==> src/rtl/alt_pkg.sv <==
// Shared types and constants of the allocation lifetime tracker.
package alt_pkg;

   // Raw command codes on the request port.
   localparam logic [2:0] CMD_CREATE  = 3'd0;
   localparam logic [2:0] CMD_DESTROY = 3'd1;
   localparam logic [2:0] CMD_MIGRATE = 3'd2;
   localparam logic [2:0] CMD_QUERY   = 3'd4;
   localparam logic [2:0] CMD_CLEAR   = 3'd5;

   // Result kinds.
   localparam logic [2:0] REC_NONE    = 3'd0;
   localparam logic [2:0] REC_ALLOC   = 3'd1;
   localparam logic [2:0] REC_FREE    = 3'd2;
   localparam logic [2:0] REC_UNKNOWN = 3'd3;
   localparam logic [2:0] REC_FULL    = 3'd4;

   // Largest live count that the result can report.
   localparam int unsigned LIVE_REPORT_MAX = 127;

   // Classified operation handed from the front to the back.
   typedef enum logic [2:0] {
      OP_CREATE,
      OP_DESTROY,
      OP_MIGRATE,
      OP_OTHER,
      OP_QUERY,
      OP_CLEAR
   } op_type;

   typedef struct packed {
      op_type      op;
      logic [63:0] key;
      logic [63:0] ts;
      logic [47:0] size;
      logic [2:0]  tier;
      logic [31:0] pid;
   } item_type;

   typedef struct packed {
      logic [2:0]  rec_kind;
      logic        found;
      logic [2:0]  tier;
      logic [47:0] size;
      logic [31:0] pid;
      logic [63:0] alloc_time;
      logic [63:0] lifetime;
      logic [6:0]  live_count;
      logic [63:0] live_bytes;
      logic [63:0] peak_live;
      logic [31:0] misorder;
      logic [31:0] events;
   } result_type;

   typedef enum logic [2:0] {
      ST_IDLE,
      ST_MATCH,
      ST_READ,
      ST_EXEC,
      ST_DONE
   } back_state_type;

endpackage

==> src/rtl/alt_front.sv <==
// Front end: accepts requests, classifies the command and queues them.
module alt_front
   import alt_pkg::*;
(
   input  logic        clock,
   input  logic        reset,
   input  logic        push,
   output logic        full,
   input  logic [2:0]  cmd,
   input  logic [63:0] obj_key,
   input  logic [63:0] timestamp,
   input  logic [47:0] obj_size,
   input  logic [2:0]  tier,
   input  logic [31:0] proc_id,
   output logic        q_valid,
   output item_type    q_item,
   input  logic        q_pop
);

   item_type   slot_ff [2];
   logic       wr_ptr_ff;
   logic       rd_ptr_ff;
   logic [1:0] cnt_ff;
   item_type   item_in;
   logic       do_push;
   logic       do_pop;

   // Map the raw command onto an operation; unused codes act as other events.
   always_comb begin
      item_in.key  = obj_key;
      item_in.ts   = timestamp;
      item_in.size = obj_size;
      item_in.tier = tier;
      item_in.pid  = proc_id;
      unique case (cmd)
         CMD_CREATE:  item_in.op = OP_CREATE;
         CMD_DESTROY: item_in.op = OP_DESTROY;
         CMD_MIGRATE: item_in.op = OP_MIGRATE;
         CMD_QUERY:   item_in.op = OP_QUERY;
         CMD_CLEAR:   item_in.op = OP_CLEAR;
         default:     item_in.op = OP_OTHER;
      endcase
   end

   assign full    = (cnt_ff == 2'd2);
   assign q_valid = (cnt_ff != 2'd0);
   assign q_item  = slot_ff[rd_ptr_ff];
   assign do_push = push && !full;
   assign do_pop  = q_pop && q_valid;

   // Two-entry request queue.
   always_ff @(posedge clock) begin
      if (reset) begin
         wr_ptr_ff <= 1'b0;
         rd_ptr_ff <= 1'b0;
         cnt_ff    <= 2'd0;
      end else begin
         if (do_push) wr_ptr_ff <= !wr_ptr_ff;
         if (do_pop) rd_ptr_ff <= !rd_ptr_ff;
         cnt_ff <= cnt_ff + 2'(do_push) - 2'(do_pop);
      end
      if (do_push) slot_ff[wr_ptr_ff] <= item_in;
   end

endmodule

==> config.mk <==
export PLATFORM = sky130hd
export DESIGN_NAME = alt_front
export DESIGN_NICKNAME = d
export VERILOG_FILES = /design/src/rtl/alt_pkg.sv /design/src/rtl/alt_front.sv
export SDC_FILE = /design/constraint.sdc
export NUM_CORES = 1
export LEC_CHECK = 0
export BUFFER_PORTS_ARGS = -buffer_cell sky130_fd_sc_hd__buf_2
export CORE_MARGIN = 3
export CORE_UTILIZATION = 35
export CTS_BUF_LIST = sky130_fd_sc_hd__clkbuf_8
export DETAILED_ROUTE_END_ITERATION = 12
export PLACE_DENSITY = 0.66
export SETUP_SLACK_MARGIN = 0.1
export SYNTH_ARGS = -nofsm -noshare
export SYNTH_HDL_FRONTEND = slang
export SYNTH_SLANG_ARGS = --single-unit
export TNS_END_PERCENT = 1
==> constraint.sdc <==
create_clock -name clock -period 15.16 [get_ports clock]
set_input_delay 2.274 -clock clock [delete_from_list [all_inputs] [get_ports clock]]
set_output_delay 2.274 -clock clock [all_outputs]
set_load 0.05 [all_outputs]
Word level (Yosys, flattened, before mapping)
Memories as Yosys holds them, arrays and structs flattened. A register that Yosys moved wholly into a read port is not among the register bits.
Cells that the tools add are included.
- flip-flop bits (word level): 4
- RAM bits: 428
- word-level logic and storage cells: 23
- memories kept: 1
- $add $sub $neg: 2
- equality and inequality tests: 5
- mux-type cells: 5
- reduce and logical (&&, ||, !) cells: 7
- memories (name ; depth ; width ; read ports ; clocked after Yosys merged registers in ; wr ports ; line ; text):
    slot_ff ; 2 ; 214 ; 1 ; 1 ; 1 ; alt_front.sv:20 ; item_type slot_ff [2];
- operator list (operator ; count):
    case mux 3 bit (5 select lines) ; 1
    equality test 3 bit (second input constant) ; 2
    2-to-1 mux 1 bit ; 4
    equality test 3 x 1 -> 1 bit (second input constant) ; 1
    equality test 3 x 2 -> 1 bit (second input constant) ; 1
    logical NOT 1 bit ; 3
    logical NOT 3 bit ; 1
    adder 2 x 1 -> 2 bit ; 1
    equality test 2 bit (second input constant) ; 1
    logical AND 1 bit ; 2
    nonzero test 2 bit ; 1
    subtractor 2 x 1 -> 2 bit ; 1

Depth between registers and ports, before layout
Gate-level depths: netlist (run 1).
- depth in word-level cells: 5
- gate-level depth with buffers: 8

Worst setup path after synthesis (run 1)
No wires, ideal clock.
- kind: input-to-reg
- start: input port push
- end: memory slot_ff[1][0] (netlist bit) (enable)
- data arrival time: 7.209 ns
- required time: 14.558 ns
- setup slack: 7.349 ns
- stages: 1
- buffers on the path: 0
- cell sequence: and3_1
- longest elaborated chain between the ends: 3
- ends and longest elaborated chain (item ; line ; text):
    from (decl) ; alt_front.sv:7 ; input logic push,
    logical AND 1 bit ; alt_front.sv:48 ; assign do_push = push && !full;
    2-to-1 mux 1 bit ; alt_front.sv:62 ; if (do_push) slot_ff[wr_ptr_ff] <= item_in;
    2-to-1 mux 1 bit (implied by the code) ; alt_front.sv:62 ;
    to (decl) ; alt_front.sv:20 ;
Every way passes these cells.

==> results.sh, run 1 <==
export IMPL_status="complete, no violations"
export IMPL_finalCritPeriodShare_pct=41.2
export IMPL_overflow=0
export IMPL_cts_buffers=75
export IMPL_start_util_pct=35.7
export IMPL_slew_headroom_pct=30.1
export IMPL_tightest_slew_ps=1050
export IMPL_vias=8301
export IMPL_ff2ff_path_depth=4
export IMPL_yosysTopAreaCell="edfxtp_1"
export IMPL_critPathMaxStageDelay_ps=980
export IMPL_leakagePower_nw=7.99
export IMPL_slowest_stage="dfxtp_4"
export IMPL_synth_area_leaders="edfxtp_1 (79%), mux2_4 (15%), mux2_2 (3.7%), buf_6 (1.3%), dfxtp_1 (0.61%)"
export IMPL_num_io_pins=434
export IMPL_ys_warn_count=0
export IMPL_die_x_um=222
export IMPL_synth_area_sq_um=16400
export IMPL_synth_ff_type="edfxtp_1"
export IMPL_rr_startpoint="cnt_ff[0]$_SDFF_PP0_"
export IMPL_grt_pass1_vias=9009
export IMPL_cts_tree="built"
export IMPL_crit_path_frequent_cell="buf_4"
export IMPL_slew_viol_final=0
export IMPL_clk_pin_slew_ps=60
export IMPL_drc_errors=0
export IMPL_ctsHoldBuffers=0
export IMPL_dr_pass1_iters=6
export IMPL_ir_worst_vdd_mv=0.209
export IMPL_power_density_nw_per_um2=202
export IMPL_finalCriticalPeriod_ps=6250
export IMPL_clk_path_buf_depth=3
export IMPL_synthArstFlopShare_pct=0
export IMPL_finalPower_mw=4.14
export IMPL_worstPathRequired_ps=12890
export IMPL_fin_tns_setup_ps=0
export IMPL_rrSetupSlack_ps=12020
export IMPL_hold_violations=0
export IMPL_cp_end_kind="output port"
export IMPL_area_growth_syn_to_layout_pct=25.4
export IMPL_synth_edf_count=428
export IMPL_synth_most_common_cell="edfxtp_1"
export IMPL_ys_seq_elements=433
export IMPL_drive_above_1_share_pct=60.7
export IMPL_cp_arrival_ps=3980
export IMPL_cts_root_buf="clkbuf_8"
export IMPL_globalplace_congestion=0.811
export IMPL_grt_max_degree=94
export IMPL_maxCapViolCount=0
export IMPL_rsz0062_at_grt="false"
export IMPL_antenna_left=0
export IMPL_grt_usage_pct=14.1
export IMPL_fmax_mhz=160
export IMPL_min_path_type="reg -> reg"
export IMPL_cp_num_cells=4
export IMPL_yosysSeqAreaShare_pct=79.2
export IMPL_grt_antenna_before_repair=10
export IMPL_wl_per_cell_um=19.3
export IMPL_crit_type="reg -> out"
export IMPL_die_area_sq_um=49300
export IMPL_drt_vias_per_instance=4.47
export IMPL_synth_fp_nets=916
export IMPL_path_max_fanout=63
export IMPL_hpwl_um=24000
export IMPL_synth_commonest_cells="edfxtp_1 (428), mux2_4 (160), mux2_2 (54), buf_6 (19)"
export IMPL_drtIter0Drc=401
export IMPL_syn_instance_count=696
export IMPL_cts_resized_gates=0
export IMPL_core_sq_um=45800
export IMPL_start_kind="flop"
export IMPL_finClkSkew_ps=30.6
export IMPL_worstSkewPairLatency_ps=620
export IMPL_h_tree_depth=3
export IMPL_num_rows=78
export IMPL_synth_distinct_cells=24
export IMPL_setup_viol=0
export IMPL_syn_avg_cell_area_sq_um=23.5
export IMPL_die_h_um=222
export IMPL_cp_cell_sequence="buf_4 > buf_4 > mux2_4 > buf_2"
export IMPL_critPathCapture="q_item[68]"
export IMPL_grt_pass1_wl_um=52700
export IMPL_min_path_cells=2
export IMPL_reg2reg_to="slot_ff[1][184]$_DFFE_PP_"
export IMPL_crit_family="buffers and inverters"
export IMPL_path_buf_inv=3
export IMPL_post_cts_setup_buffer_count=0
export IMPL_drt_wl_total_um=35700
export IMPL_final_nets=1409
export IMPL_port_buffers=433
export IMPL_synth_top_area_share_pct=78.6
export IMPL_clock_sinks=433
## flip-flops by register name, summed over array words and instances, names as in the netlist, named ones only
register / count
cnt_ff: 2
rd_ptr_ff: 1
slot_ff: 428
wr_ptr_ff: 1
## routing by layer
layer  GRT usage [%]  part of all wire (%)
met1            14.9                    36
met5               0                 0.045
met3            4.99                   7.9
met4            7.70                   4.1
met2            24.5                    52
## worst reg2reg max path, stage by stage (launching register included)
cell,delay [ps]
dfxtp_1,390
nand2b_1,180
and3_4,520
buf_4,810
buf_4,830
## through the flow
step | instances | area, sq um | setup WS, ps | hold slack [ps] | utilization [%]
detailed placement | 1712 | 19100 | 9430 | 498 | 41.7
global placement | 1712 | 19100 | 9500 | 474 | 41.7
finish | 1856 | 20500 | 8910 | 508 | 44.8
global route | 1855 | 20500 | 8620 | 538 | 44.8
CTS | 1848 | 20500 | 8690 | 509 | 44.8
floorplan | 696 | 16400 | 7350 | 452 | -
## layout make-up
type | count | area, sq um
diodes | 8 | 20.0
clock buffers | 78 | 1070
clock inverters | 58 | 309
fillers | 3990 | 25300
inverters | 4 | 22.5
multi-input cells | 234 | 3150
flip-flops and latches | 433 | 13000
well taps | 600 | 751
repair buffers | 441 | 2230
## cells in the final DEF (no fill, tap or decap)
cell type   count
a21o_1          1
a21oi_1         1
and2_1          1
and3_4          1
buf_2         433
buf_4           8
bufinv_16       2
clkbuf_8       78
clkinv_1       19
clkinv_2       12
clkinvlp_4      5
dfxtp_1         4
dfxtp_4         1
diode_2         8
edfxtp_1      428
ha_1            2
inv_1          22
inv_6           1
inv_8           1
mux2_2         54
mux2_4        160
nand2_1         1
nand2b_1        1
nor2_1          3
nor2b_1         2
nor3_1          1
o21a_1          1
o21ai_0         1
or2_2           1
or3_1           1
xnor2_1         1
xor2_1          1
## worst min path at each step
stage | startpoint | to
finish | wr_ptr_ff$_SDFFE_PP0P_ | wr_ptr_ff$_SDFFE_PP0P_
detailed placement | wr_ptr_ff$_SDFFE_PP0P_ | wr_ptr_ff$_SDFFE_PP0P_
floorplan | wr_ptr_ff$_SDFFE_PP0P_ | wr_ptr_ff$_SDFFE_PP0P_
global route | wr_ptr_ff$_SDFFE_PP0P_ | wr_ptr_ff$_SDFFE_PP0P_
CTS | wr_ptr_ff$_SDFFE_PP0P_ | wr_ptr_ff$_SDFFE_PP0P_
global placement | wr_ptr_ff$_SDFFE_PP0P_ | wr_ptr_ff$_SDFFE_PP0P_
## power by group
part / internal (mW) / total, mW / leakage [nW] / switching (mW)
combinational: 0.477 / 1.57 / 3.18 / 1.09
sequential: 1.53 / 1.60 / 4.04 / 0.0750
clock: 0.513 / 0.966 / 0.772 / 0.453
## logic make-up (layout without fill, tap and decap cells)
kind of cell    count (synthesis)  in the layout  synth area share [%]
buf+inv                        29            581                  1.58
xor+xnor                        2              2                 0.107
simple gates                   12             12                 0.390
flops                         433            433                  79.2
mux                           214            214                  18.4
other cells                     0              8                     0
fa+ha+maj                       2              2                 0.153
compound gates                  4              4                 0.153
Note: power is estimated with default switching activity, not from simulation.
==> run 2: changes to the inputs <==
- PLACE_DENSITY: 0.66 -> 0.68
- clock period: 15.16 -> 5.2 ns (I/O delays scaled with it)
==> results.sh, run 2 (synthesis gave the netlist of run 1 again) <==
export IMPL_status="complete, no violations"
export IMPL_num_rows=78
export IMPL_start_kind="flop"
export IMPL_globalplace_congestion=0.740
export IMPL_p_comb_share_pct=38.1
export IMPL_rsz0062_at_grt="false"
export IMPL_grt_usage_pct=13.5
export IMPL_start_util_pct=35.7
export IMPL_seq_power_share_pct=38.3
export IMPL_num_io_pins=434
export IMPL_die_x_um=222
export IMPL_finalCriticalPeriod_ps=3490
export IMPL_drc_errors=0
export IMPL_clock_sinks=433
export IMPL_met2_length_um=17900
export IMPL_post_cts_setup_buffer_count=0
export IMPL_finalPower_mw=12.1
export IMPL_die_area_sq_um=49300
export IMPL_tightest_slew_ps=999
export IMPL_swShare_pct=38.9
export IMPL_hold_violations=0
export IMPL_slowest_stage="dfxtp_4"
export IMPL_top_layer="met5"
export IMPL_final_common_cell="buf_2"
export IMPL_setup_viol=0
export IMPL_drtIter0Drc=423
export IMPL_cp_end_kind="output port"
export IMPL_pre_cts_ws_ps=2300
export IMPL_top_regs="slot_ff (428), cnt_ff (2)"
export IMPL_drive_above_1_share_pct=60.9
export IMPL_cp_cell_sequence="buf_4 > mux2_2 > buf_2"
export IMPL_p_int_mw=7.42
export IMPL_vias=8249
export IMPL_worstPathRequired_ps=4420
export IMPL_cts_root_buf="clkbuf_8"
export IMPL_die_h_um=222
export IMPL_cts_tree="built"
export IMPL_min_path_type="in -> reg"
export IMPL_wl_met3_um=2440
export IMPL_overflow=0
export IMPL_power_frac_clock_pct=23.7
export IMPL_cts_resized_gates=0
export IMPL_ir_worst_vdd_mv=0.477
export IMPL_critPathMaxStageDelay_ps=940
export IMPL_clk_path_buf_depth=3
export IMPL_final_nets=1410
export IMPL_drt_vias_per_instance=4.46
export IMPL_slew_viol_final=0
export IMPL_slew_headroom_pct=33.4
export IMPL_grt_pass1_vias=8784
export IMPL_antenna_left=0
export IMPL_leakagePower_nw=8.00
export IMPL_port_buffers=433
export IMPL_drt_wl_total_um=34200
export IMPL_grt_max_degree=132
export IMPL_finalCritPeriodShare_pct=67.2
export IMPL_largest_reg_flops=428
export IMPL_cp_arrival_ps=2710
export IMPL_fin_tns_setup_ps=0
export IMPL_final_cell_mix="buf_2 (433), edfxtp_1 (428), mux2_4 (160)"
export IMPL_crit_type="reg -> out"
export IMPL_met1_length_um=12800
export IMPL_grt_pass1_wl_um=51100
export IMPL_fmax_mhz=286
export IMPL_h_tree_depth=3
export IMPL_clk_pin_slew_ps=60
export IMPL_hpwl_um=22900
export IMPL_area_growth_syn_to_layout_pct=26.0
export IMPL_maxCapViolCount=0
export IMPL_dr_pass1_iters=4
export IMPL_regMostFlops="slot_ff"
export IMPL_ctsHoldBuffers=0
export IMPL_cts_buffers=74
export IMPL_grt_antenna_before_repair=4
export IMPL_finClkSkew_ps=21.8
export IMPL_core_sq_um=45800
export IMPL_worstSkewPairLatency_ps=640
export IMPL_setup_slack_ps=1710
export IMPL_power_density_nw_per_um2=589
export IMPL_path_max_fanout=51
export IMPL_wl_per_cell_um=18.5
export IMPL_power_switching_mw=4.72
run 2: cell types whose count changed in the layout (fill, tap and decap cells not counted), sizes merged:
cell	delta
buf	+2
clkbuf	-3
inv	-6
bufinv	+2
diode	-5
clkinv	+3
run 2: cell type report:
type / instances / area, sq um
Clock inverter: 57 / 363
Sequential cell: 433 / 13000
Multi-Input combinational cell: 234 / 3150
Antenna cell: 3 / 7.51
Timing Repair Buffer: 443 / 2330
Inverter: 4 / 22.5
Clock buffer: 75 / 1030
Tap cell: 600 / 751
Fill cell: 3953 / 25200
run 2: power groups by stage:
stage | Clock (mW) | Sequential (mW) | Combinational (mW)
finish | 2.87 | 4.65 | 4.62
global route | 3.16 | 4.70 | 4.81
CTS | 2.99 | 4.66 | 4.68
detailed placement | 0 | 4.73 | 4.67
global placement | 0 | 4.69 | 4.66
floorplan | 0 | 4.69 | 3.83
run 2: final timing paths:
path | startpoint | endpoint | slack (ps) | cells after the start
setup / recovery | flop | q_item[0] | 1710 | 3
hold / removal | obj_size[4] | slot_ff[1][39]$_DFFE_PP_ | 330 | 1
setup reg to reg | cnt_ff[0]$_SDFF_PP0_ | slot_ff[0][97]$_DFFE_PP_ | 2660 | 5
hold reg to reg | rd_ptr_ff$_SDFFE_PP0P_ | flop | 520 | 2
run 2: worst max-delay path, delay by kind of cell, from the launching register on:
family,cells,cell delay [ps]
DFF,1,940
muxes,1,380
buffers and inverters,2,700
run 2: metal layers:
layer	up-vias	GRT usage [%]
met1	4087	14.9
met4	2	6.75
met5	-	0
li1	3781	-
met2	312	23.6
met3	67	4.18
run 2: stage by stage:
step                      hold WS, ps  utilization (%)  instance area [sq um]  cells
final                             330             45.0                  20600   1849
after global routing              256             45.0                  20600   1848
after CTS                         234             45.0                  20600   1846
after detailed placement          501             42.0                  19200   1714
after global placement            479             42.0                  19200   1714
after floorplan                   451                -                  16400    696
==> run 3: changes to the inputs <==
- ABC_AREA: default -> 1
- PLACE_DENSITY: 0.68 -> 0.66
- clock period: 5.2 -> 3.44 ns (I/O delays scaled with it)
==> results.sh, run 3 <==
export IMPL_hpwl_um=23600
export IMPL_final_common_cell="buf_2"
export IMPL_cts_tree="built"
export IMPL_top_regs="slot_ff (428), cnt_ff (2)"
export IMPL_clk_path_buf_depth=3
export IMPL_synth_area_sq_um=16400
export IMPL_hold_violations=0
export IMPL_grt_usage_pct=14.8
export IMPL_drive_above_1_share_pct=53.1
export IMPL_antenna_left=0
export IMPL_final_nets=1606
export IMPL_synth_distinct_cells=14
export IMPL_multi_input_area_sq_um=3180
export IMPL_tightest_slew_ps=927
export IMPL_yosysSeqAreaShare_pct=79.1
export IMPL_status="complete, no violations"
export IMPL_synth_area_leaders="edfxtp_1 (79%), mux2_4 (15%), mux2_2 (3.7%), buf_6 (1.3%), dfxtp_1 (0.61%)"
export IMPL_cts_buffers=75
export IMPL_die_area_sq_um=49400
export IMPL_final_cell_mix="buf_2 (433), edfxtp_1 (428), dlygate4sd3_1 (169)"
export IMPL_drt_wl_total_um=36900
export IMPL_utilization_pct=49.1
export IMPL_power_frac_clock_pct=24.0
export IMPL_largest_reg_flops=428
export IMPL_cts_resized_gates=0
export IMPL_rsz0062_at_grt="false"
export IMPL_cts_root_buf="clkbuf_8"
export IMPL_slew_viol_final=0
export IMPL_ys_seq_elements=433
export IMPL_finalCritPeriodShare_pct=83.8
export IMPL_ff2ff_path_depth=5
export IMPL_ys_warn_count=0
export IMPL_h_tree_depth=3
export IMPL_core_sq_um=45800
export IMPL_globalplace_congestion=0.739
export IMPL_grt_max_degree=131
export IMPL_min_path_type="in -> reg"
export IMPL_n_fill_cell=3862
export IMPL_die_h_um=222
export IMPL_clk_pin_slew_ps=60
export IMPL_grt_antenna_before_repair=3
export IMPL_setup_viol=0
export IMPL_drtIter0Drc=479
export IMPL_die_x_um=222
export IMPL_power_switching_mw=6.58
export IMPL_synth_fp_nets=929
export IMPL_clock_sinks=433
export IMPL_worstSkewPairLatency_ps=630
export IMPL_dr_pass1_iters=5
export IMPL_synth_commonest_cells="edfxtp_1 (428), mux2_4 (160), mux2_2 (54), buf_6 (19), inv_1 (11)"
export IMPL_place_area_sq_um=19400
export IMPL_final_area_sq_um=22500
export IMPL_fmax_mhz=347
export IMPL_syn_instance_count=709
export IMPL_power_density_nw_per_um2=782
export IMPL_seq_power_share_pct=39.4
export IMPL_fin_tns_setup_ps=0
export IMPL_synth_most_common_cell="edfxtp_1"
export IMPL_min_to="slot_ff[0][40]$_DFFE_PP_"
export IMPL_overflow=0
export IMPL_synthArstFlopShare_pct=0
export IMPL_finClkSkew_ps=14.6
export IMPL_min_path_cells=1
export IMPL_vias=9038
export IMPL_leakagePower_nw=8.83
export IMPL_start_kind="flop"
export IMPL_post_cts_setup_buffer_count=0
export IMPL_yosysTopAreaCell="edfxtp_1"
export IMPL_synth_edf_count=428
export IMPL_area_growth_syn_to_layout_pct=37.1
export IMPL_reg2reg_to="slot_ff[0][68]$_DFFE_PP_"
export IMPL_p_int_mw=11.0
export IMPL_syn_avg_cell_area_sq_um=23.1
export IMPL_regArea_sq_um=13000
export IMPL_path_max_fanout=31
export IMPL_port_buffers=433
export IMPL_drc_errors=0
export IMPL_maxCapViolCount=0
export IMPL_num_rows=78
export IMPL_drt_vias_per_instance=4.42
export IMPL_finalPower_mw=17.5
export IMPL_cp_end_kind="output port"
export IMPL_grt_pass1_vias=10100
export IMPL_worstPathRequired_ps=2920
export IMPL_synth_ff_type="edfxtp_1"
export IMPL_regMostFlops="slot_ff"
export IMPL_num_io_pins=434
export IMPL_crit_type="reg -> out"
export IMPL_hold_start="obj_size[5]"
export IMPL_wl_per_cell_um=18.0
export IMPL_swShare_pct=37.5
export IMPL_finalCriticalPeriod_ps=2880
export IMPL_slew_headroom_pct=38.2
export IMPL_cp_arrival_ps=2370
export IMPL_synth_top_area_share_pct=78.5
export IMPL_ir_worst_vdd_mv=0.513
export IMPL_start_util_pct=35.8
export IMPL_rr_startpoint="cnt_ff[0]$_SDFF_PP0_"
export IMPL_grt_pass1_wl_um=56700
export IMPL_p_comb_share_pct=36.6
export IMPL_rrSetupSlack_ps=1560
run 3: cell count changes after synthesis, sizes merged, moves of 2 or more:
cell / change
inv: +7
nor2b: -2
nand2: +7
nand3: +3
nor2: +7
run 3: worst max-delay path, stage by stage, from the launching register on:
cell and delay (ps):
dfxtp_4 590, buf_12 240, buf_12 250, mux2_2 390, buf_2 210
run 3: timing repair:
item                                   in CTS  in global routing
endpoints found under the hold margin     326                  0
setup endpoints to repair                   0                  0
hold buffers                              169                  0
run 3: worst max path at each step:
stage               from                 endpoint  slack, ps  depth (start not counted)
CTS                 flop                q_item[0]        440                          4
detailed placement  flop                q_item[0]       1190                          4
global placement    flop                q_item[1]       1210                          4
floorplan           push  slot_ff[1][0]$_DFFE_PP_       -730                          2
global route        flop                q_item[2]        390                          4
finish              flop                q_item[2]        560                          4
run 3: cell families (layout without fill, tap and decap cells):
family | count (synthesis) | in the layout | share of synthesized area [%]
fa+ha+maj | 2 | 2 | 0.153
mux | 214 | 214 | 18.4
buf+inv | 36 | 768 | 1.73
simple gates | 21 | 21 | 0.504
other cells | 0 | 3 | 0
flops | 433 | 433 | 79.1
compound gates | 3 | 3 | 0.107
run 3: through the flow:
stage	std cells	worst slack, ps	hold slack (ps)
2_1_floorplan	709	-726	467
3_3_place_gp	1740	1210	485
3_5_place_dp	1740	1190	493
4_1_cts	2041	445	0.708
5_1_grt	2043	386	20.5
6_report	2044	556	83.6
run 3: final cells by class:
cell class,instances,area share [%]
flip-flops and latches,433,57.7
repair buffers,625,18.6
multi-input cells,240,14.2
clock buffers,81,4.97
well taps,600,3.34
clock inverters,51,1.01
inverters,11,0.201
diodes,3,0.0334
run 3: power groups by stage:
stage / combinational, mW / clock [mW] / sequential [mW]
final: 6.41 / 4.22 / 6.92
after global routing: 6.68 / 4.66 / 6.98
after CTS: 6.49 / 4.40 / 6.92
after detailed placement: 6.32 / 0 / 7.03
after global placement: 6.28 / 0 / 6.98
after floorplan: 4.99 / 0 / 7.02
run 3: metal layers:
| layer | GRT usage [%] | wire, um | vias to the layer above | part of all wire (%) |
|---|---|---|---|---|
| met4 | 7.80 | 1320 | 2 | 3.6 |
| met1 | 16.4 | 13900 | 4463 | 38 |
| li1 | - | - | 4171 | - |
| met2 | 25.2 | 18900 | 325 | 51 |
| met5 | 0 | 7 | - | 0.019 |
| met3 | 4.74 | 2720 | 77 | 7.4 |
